--- config.mk ---
export PLATFORM = sky130hd
export DESIGN_NAME = tlpt_ctrl
export DESIGN_NICKNAME = d
export VERILOG_FILES = /design/src/hw/rtl/two_level_page_table_engine_defines.svh /design/src/hw/rtl/tlpt_pkg.sv /design/src/hw/rtl/tlpt_ctrl.sv
export SDC_FILE = /design/constraint.sdc
export NUM_CORES = 1
export LEC_CHECK = 0
export BUFFER_PORTS_ARGS = -buffer_cell sky130_fd_sc_hd__buf_2
export CAP_MARGIN = 20
export CORE_MARGIN = 2
export CORE_UTILIZATION = 38
export CTS_CLUSTER_SIZE = 10
export DETAILED_ROUTE_END_ITERATION = 7
export PLACE_DENSITY = 0.64
export SETUP_SLACK_MARGIN = 0.15
export SLEW_MARGIN = 10
export SYNTH_ARGS = -nofsm -noshare
export SYNTH_HDL_FRONTEND = slang
export SYNTH_SLANG_ARGS = --single-unit
--- constraint.sdc ---
create_clock -name clk -period 1.8 [get_ports clk]
set_input_delay 0.27 -clock clk [delete_from_list [all_inputs] [get_ports clk]]
set_output_delay 0.27 -clock clk [all_outputs]
set_load 0.02 [all_outputs]
--- src/hw/rtl/two_level_page_table_engine_defines.svh ---
// assertion macros for the two-level page table engine
// users must have clk and rst_n in scope; no other dependencies
`ifndef TWO_LEVEL_PAGE_TABLE_ENGINE_DEFINES_SVH
`define TWO_LEVEL_PAGE_TABLE_ENGINE_DEFINES_SVH

// same-cycle implication, checked outside reset
`define TLPT_ASSERT_NOW(label, ante, cons, msg) \
  label: assert property (@(posedge clk) disable iff (!rst_n) (ante) |-> (cons)) \
    else $error(msg);

// next-cycle implication, checked outside reset
`define TLPT_ASSERT_NEXT(label, ante, cons, msg) \
  label: assert property (@(posedge clk) disable iff (!rst_n) (ante) |=> (cons)) \
    else $error(msg);

`endif

--- src/hw/rtl/tlpt_pkg.sv ---
// shared types, codes and constants of the two-level page table engine
// no dependencies
package tlpt_pkg;

  localparam int unsigned TABLE_SLOTS_DEF = 16;
  localparam int unsigned DIR_ENTRIES     = 1024;
  localparam int unsigned IDX_W           = 10;
  localparam int unsigned VPAGE_W         = 20;
  localparam int unsigned FRAME_W         = 20;
  localparam int unsigned FLAG_W          = 12;
  localparam int unsigned ENTRY_W         = 32;

  localparam logic [FLAG_W-1:0] ENTRY_P       = 12'h001;
  localparam logic [FLAG_W-1:0] ENTRY_PS      = 12'h080;
  localparam logic [FLAG_W-1:0] DIR_FLAG_MASK = 12'h03F;

  // request kinds; the third and fourth codes act as translate
  localparam logic [1:0] KIND_MAP   = 2'd0;
  localparam logic [1:0] KIND_UNMAP = 2'd1;

  typedef enum logic [1:0] {
    ST_OK          = 2'd0,
    ST_NOT_PRESENT = 2'd1,
    ST_NO_TABLE    = 2'd2,
    ST_CONFLICT    = 2'd3
  } status_t;

  typedef enum logic [1:0] {
    MT_NONE  = 2'd0,
    MT_SMALL = 2'd1,
    MT_LARGE = 2'd2
  } mtype_t;

  typedef enum logic [2:0] {
    DS_ZERO  = 3'd0,
    DS_LARGE = 3'd1,
    DS_SMALL = 3'd2,
    DS_NEW   = 3'd3,
    DS_UNMAP = 3'd4
  } dir_src_t;

  typedef enum logic [1:0] {
    TS_ZERO  = 2'd0,
    TS_MAP   = 2'd1,
    TS_NEW   = 2'd2,
    TS_UNMAP = 2'd3
  } tbl_src_t;

  typedef struct packed {
    logic     req_load;
    logic     cnt_inc;
    logic     dir_we;
    dir_src_t dir_src;
    logic     dir_sweep;
    logic     tbl_we;
    tbl_src_t tbl_src;
    logic     tbl_fresh;
    logic     alloc;
    logic     out_load;
    status_t  out_status;
    mtype_t   out_mtype;
  } cmd_t;

  typedef struct packed {
    logic [1:0] kind;
    logic       large_pg;
    logic       pde_p;
    logic       pde_ps;
    logic       slot_ok;
    logic       pool_full;
    logic       te_p;
    logic       cnt_last;
    logic       out_free;
  } sts_t;

endpackage

--- src/hw/rtl/tlpt_ctrl.sv ---
// sequencer of the page table engine: walks each request through the
// directory and table reads, table clearing and write-back; uses tlpt_pkg
module tlpt_ctrl (
  input  logic          clk,
  input  logic          rst_n,
  input  logic          in_valid,
  output logic          in_ready,
  input  tlpt_pkg::sts_t sts,
  output tlpt_pkg::cmd_t cmd
);

  typedef enum logic [2:0] {
    S_INIT,
    S_IDLE,
    S_EVAL,
    S_TBL,
    S_CLR,
    S_NEW,
    S_DONE
  } state_t;

  state_t            state_r, state_nxt;
  tlpt_pkg::status_t st_r, st_nxt;
  tlpt_pkg::mtype_t  mt_r, mt_nxt;

  always_ff @(posedge clk) begin
    if (!rst_n) begin
      state_r <= S_INIT;
      st_r    <= tlpt_pkg::ST_OK;
      mt_r    <= tlpt_pkg::MT_NONE;
    end else begin
      state_r <= state_nxt;
      st_r    <= st_nxt;
      mt_r    <= mt_nxt;
    end
  end

  assign in_ready = (state_r == S_IDLE);

  always_comb begin
    state_nxt      = state_r;
    st_nxt         = st_r;
    mt_nxt         = mt_r;
    cmd            = '0;
    cmd.dir_src    = tlpt_pkg::DS_ZERO;
    cmd.tbl_src    = tlpt_pkg::TS_ZERO;
    cmd.out_status = st_r;
    cmd.out_mtype  = mt_r;
    unique case (state_r)
      S_INIT: begin
        // zero the directory, one entry per cycle
        cmd.dir_we    = 1'b1;
        cmd.dir_sweep = 1'b1;
        cmd.cnt_inc   = 1'b1;
        if (sts.cnt_last) begin
          state_nxt = S_IDLE;
        end
      end
      S_IDLE: begin
        if (in_valid) begin
          cmd.req_load = 1'b1;
          st_nxt       = tlpt_pkg::ST_OK;
          mt_nxt       = tlpt_pkg::MT_NONE;
          state_nxt    = S_EVAL;
        end
      end
      S_EVAL: begin
        state_nxt = S_DONE;
        unique case (sts.kind)
          tlpt_pkg::KIND_MAP: begin
            if (sts.large_pg) begin
              cmd.dir_we  = 1'b1;
              cmd.dir_src = tlpt_pkg::DS_LARGE;
            end else if (sts.pde_p && sts.pde_ps) begin
              st_nxt = tlpt_pkg::ST_CONFLICT;
            end else if (!sts.pde_p) begin
              if (sts.pool_full) begin
                st_nxt = tlpt_pkg::ST_NO_TABLE;
              end else begin
                state_nxt = S_CLR;
              end
            end else begin
              state_nxt = S_TBL;
            end
          end
          tlpt_pkg::KIND_UNMAP: begin
            if (!sts.pde_p) begin
              st_nxt = tlpt_pkg::ST_NOT_PRESENT;
            end else if (sts.pde_ps) begin
              if (sts.large_pg) begin
                cmd.dir_we  = 1'b1;
                cmd.dir_src = tlpt_pkg::DS_UNMAP;
              end else begin
                st_nxt = tlpt_pkg::ST_CONFLICT;
              end
            end else if (!sts.slot_ok) begin
              st_nxt = tlpt_pkg::ST_NOT_PRESENT;
            end else begin
              state_nxt = S_TBL;
            end
          end
          default: begin
            if (!sts.pde_p) begin
              st_nxt = tlpt_pkg::ST_NOT_PRESENT;
            end else if (sts.pde_ps) begin
              mt_nxt = tlpt_pkg::MT_LARGE;
            end else if (!sts.slot_ok) begin
              st_nxt = tlpt_pkg::ST_NOT_PRESENT;
            end else begin
              state_nxt = S_TBL;
            end
          end
        endcase
      end
      S_TBL: begin
        // table entry read data is valid here
        state_nxt = S_DONE;
        unique case (sts.kind)
          tlpt_pkg::KIND_MAP: begin
            cmd.dir_we  = 1'b1;
            cmd.dir_src = tlpt_pkg::DS_SMALL;
            cmd.tbl_we  = sts.slot_ok;
            cmd.tbl_src = tlpt_pkg::TS_MAP;
          end
          tlpt_pkg::KIND_UNMAP: begin
            if (sts.te_p) begin
              cmd.tbl_we  = 1'b1;
              cmd.tbl_src = tlpt_pkg::TS_UNMAP;
            end else begin
              st_nxt = tlpt_pkg::ST_NOT_PRESENT;
            end
          end
          default: begin
            if (sts.te_p) begin
              mt_nxt = tlpt_pkg::MT_SMALL;
            end else begin
              st_nxt = tlpt_pkg::ST_NOT_PRESENT;
            end
          end
        endcase
      end
      S_CLR: begin
        // zero the freshly allocated table, one entry per cycle
        cmd.tbl_we    = 1'b1;
        cmd.tbl_src   = tlpt_pkg::TS_ZERO;
        cmd.tbl_fresh = 1'b1;
        cmd.cnt_inc   = 1'b1;
        if (sts.cnt_last) begin
          state_nxt = S_NEW;
        end
      end
      S_NEW: begin
        cmd.dir_we    = 1'b1;
        cmd.dir_src   = tlpt_pkg::DS_NEW;
        cmd.tbl_we    = 1'b1;
        cmd.tbl_src   = tlpt_pkg::TS_NEW;
        cmd.tbl_fresh = 1'b1;
        cmd.alloc     = 1'b1;
        state_nxt     = S_DONE;
      end
      S_DONE: begin
        if (sts.out_free) begin
          cmd.out_load = 1'b1;
          state_nxt    = S_IDLE;
        end
      end
      default: begin
        state_nxt = S_INIT;
      end
    endcase
  end

endmodule

==> impl_metrics.tcl <==
set metrics [dict create \
    slew_violations 0 \
    setup_slack_ps 140 \
    drt_iter0_markers 16 \
    synth_area_sq_um 657 \
    ys_ff_latch 7 \
    gp_congestion 0.841 \
    num-fill-cells 158 \
    met2_usage_pct 32.7 \
    ir_worst_vdd_uv 458 \
    clk_pin_slew_ps 60 \
    avgRoutedWirePerCell_microns 13.2 \
    place_inst 136 \
    period_share_pct 92.2 \
    cts_buffers 3 \
    avgViaCountPerCell 5.71 \
    synth_ff_type "dfxtp_1" \
    cp.arrival_ps 1390 \
    finalNonFillerCells 146 \
    holdWs_ps 329 \
    worstSetupPathType "reg2out" \
    gr-total-overflow 0 \
    grt_max_degree 11 \
    rsz0062_at_grt "yes" \
    ant_nets 0 \
    cts-hold-fix-buffers 0 \
    final_nets 143 \
    p_total_mw 0.602 \
    antenna_found_initial 0 \
    die_area_sq_mm 0.00208 \
    grt_usage_pct 19.8 \
    worst_setup_path_start_kind "flip-flop" \
    htreeDepth 1 \
    path_cells "nor2b_4 > a31oi_1 > nor2_2 > a221o_1 > buf_6" \
    postSynthAreaPerCell_sq_um 7.14 \
    met1_usage_pct 24.6 \
    synthCells 92 \
    reg2reg_from "state_r[2]" \
    die_w_microns 45.6 \
    dr.pass1.iters 4 \
    hp-class "in2reg" \
    critPathMaxFanout 8 \
    skew_ps 10.7 \
    cts_tree "done" \
    worst_pin_slew_ps 373 \
    ys_types 39 \
    gr-max-usage-layer "met2" \
    dp_hpwl_microns 1420 \
    yosysWarnings 0 \
    syn_nets 105 \
    grt_first_pass_wirelength_microns 2980 \
    pin_count 31 \
    setup_viol 0 \
    p_per_area_mw_per_mm2 630 \
    finalHoldViolCount 0 \
    worstHoldStart "sts[1]" \
    end_kind "primary output" \
    leakage_nw 0.454 \
    clk_latency_ps 260 \
    drive_above_1_share_pct 42.6 \
    slowest_delay_ps 380 \
    num_vias 833 \
    setup-tns-final_ps 0 \
    post-route-min-period_ps 1660 \
    final_area_sq_um 956 \
    max_cap_violations 0 \
    row_count 15 \
    grt_pass1_vias 685 \
    start_util_pct 39.3 \
    dpl_cell_area_sq_um 831 \
    synth_edf_count 0 \
    dp_slack_ps 180 \
    startpoint "state_r[1]" \
    maxSlewHeadroom_pct 74.5 \
    use_met3_pct 5.16 \
    async_flop_share_pct 0 \
    clockBufferDepth 2 \
    clock-sinks 7 \
    areaGrowthSynthToFinish_pct 45.5 \
    root_buffer "clkbuf_4" \
    fmax_mhz 602 \
    status "finished, final reports clean" \
    required_ps 1530 \
    dieHeight_microns 45.6 \
    slowest_stage "dfxtp_4" \
    wirelength_microns 1930 \
    drcViolationCount 0 \
    antenna_cells 0 \
    synth_seq_area_share_pct 21.3 \
    final_util_pct 57.2 \
    core-area_sq_mm 0.00167 \
    place.port_buffers 30 \
]
## flip-flops by register name, summed over array words and instances, names as in the netlist
register	flops
mt_r	2
state_r	3
st_r	2
## layout by cell type (no fill, tap or decap), drive strengths merged
cell / Yosys / routed
a31oi: 2 / 2
and3: 4 / 4
nor2b: 7 / 7
and2: 5 / 5
a22oi: 1 / 1
o32a: 1 / 1
and4: 1 / 1
a211oi: 2 / 2
a32oi: 1 / 1
o2bb2ai: 1 / 1
a21oi: 6 / 6
or3b: 1 / 1
or2: 1 / 1
o211a: 1 / 1
mux2i: 3 / 3
a31o: 3 / 3
nor3: 3 / 3
buf: 2 / 39
a2111oi: 1 / 1
o31a: 1 / 1
nand2: 6 / 6
o211ai: 2 / 2
a221o: 1 / 1
nand2b: 3 / 3
nand4: 1 / 1
a21boi: 1 / 1
o21ai: 5 / 5
nand3: 2 / 2
dfxtp: 7 / 7
inv: 4 / 4
nor2: 6 / 6
o41ai: 1 / 1
clkbuf: 4 / 4
o31ai: 1 / 1
or3: 1 / 1
## path summary, 6_finish.rpt
path | slack [ps] | endpoint | cells past startpoint
min | 330 | state_r[0] | 3
min reg2reg | 450 | mt_r[0] | 2
max reg2reg | 260 | st_r[1] | 5
max | 140 | cmd[9] | 5
## repair_timing
item	CTS	global route
pin swaps	1	3
buffers inserted	4	2
hold endpoints to repair	0	0
endpoints found under the setup margin	9	7
resized for setup	12	9
## report_power, final
group          internal [mW]  total (mW)  switching [mW]
sequential             0.166       0.182          0.0160
clock                 0.0848       0.146          0.0613
combinational          0.124       0.274           0.151
## cells by family (layout without fill, tap and decap cells)
family,after synthesis,in the layout,share of synthesized area [%]
DFF,7,7,21.3
AOI/OAI and AO/OA,31,31,33.5
and+or+nand+nor,41,41,34.5
muxes,3,3,4.57
buffers and inverters,10,47,6.09
## Yosys cell counts, types with 3 or more instances
master / instances / share of area [%]
dfxtp_1: 7 / 21
nor2b_1: 7 / 6.7
a21oi_1: 6 / 4.6
nand2_1: 6 / 3.4
nor2_1: 6 / 3.4
o21ai_0: 5 / 3.8
and3_1: 4 / 3.8
inv_1: 4 / 2.3
a31o_2: 3 / 4.0
and2_1: 3 / 2.9
clkbuf_1: 3 / 1.7
mux2i_1: 3 / 4.6
nand2b_1: 3 / 2.9
nor3_1: 3 / 2.3
## final cells by class
| class | instances | area, sq um | share of cell area, % |
|---|---|---|---|
| multi-input combinational | 75 | 510 | 53.4 |
| timing repair buffer | 39 | 231 | 24.2 |
| sequential | 7 | 151 | 15.8 |
| clock buffer | 4 | 26.3 | 2.75 |
| tap | 17 | 21.3 | 2.23 |
| inverter | 4 | 15.0 | 1.57 |
## per-layer routing
layer,part of all wire [%],vias up
li1,-,414
met1,43,387
met2,50,30
met3,5.9,2
met4,1.1,0
met5,0,-
## critical path: cells and delay by family (launching register included)
family          cells  cell delay [ps]
buf+inv             1              130
simple gates        2              190
compound gates      2              430
flops               1              380
Power figures use the tool's default switching activity.
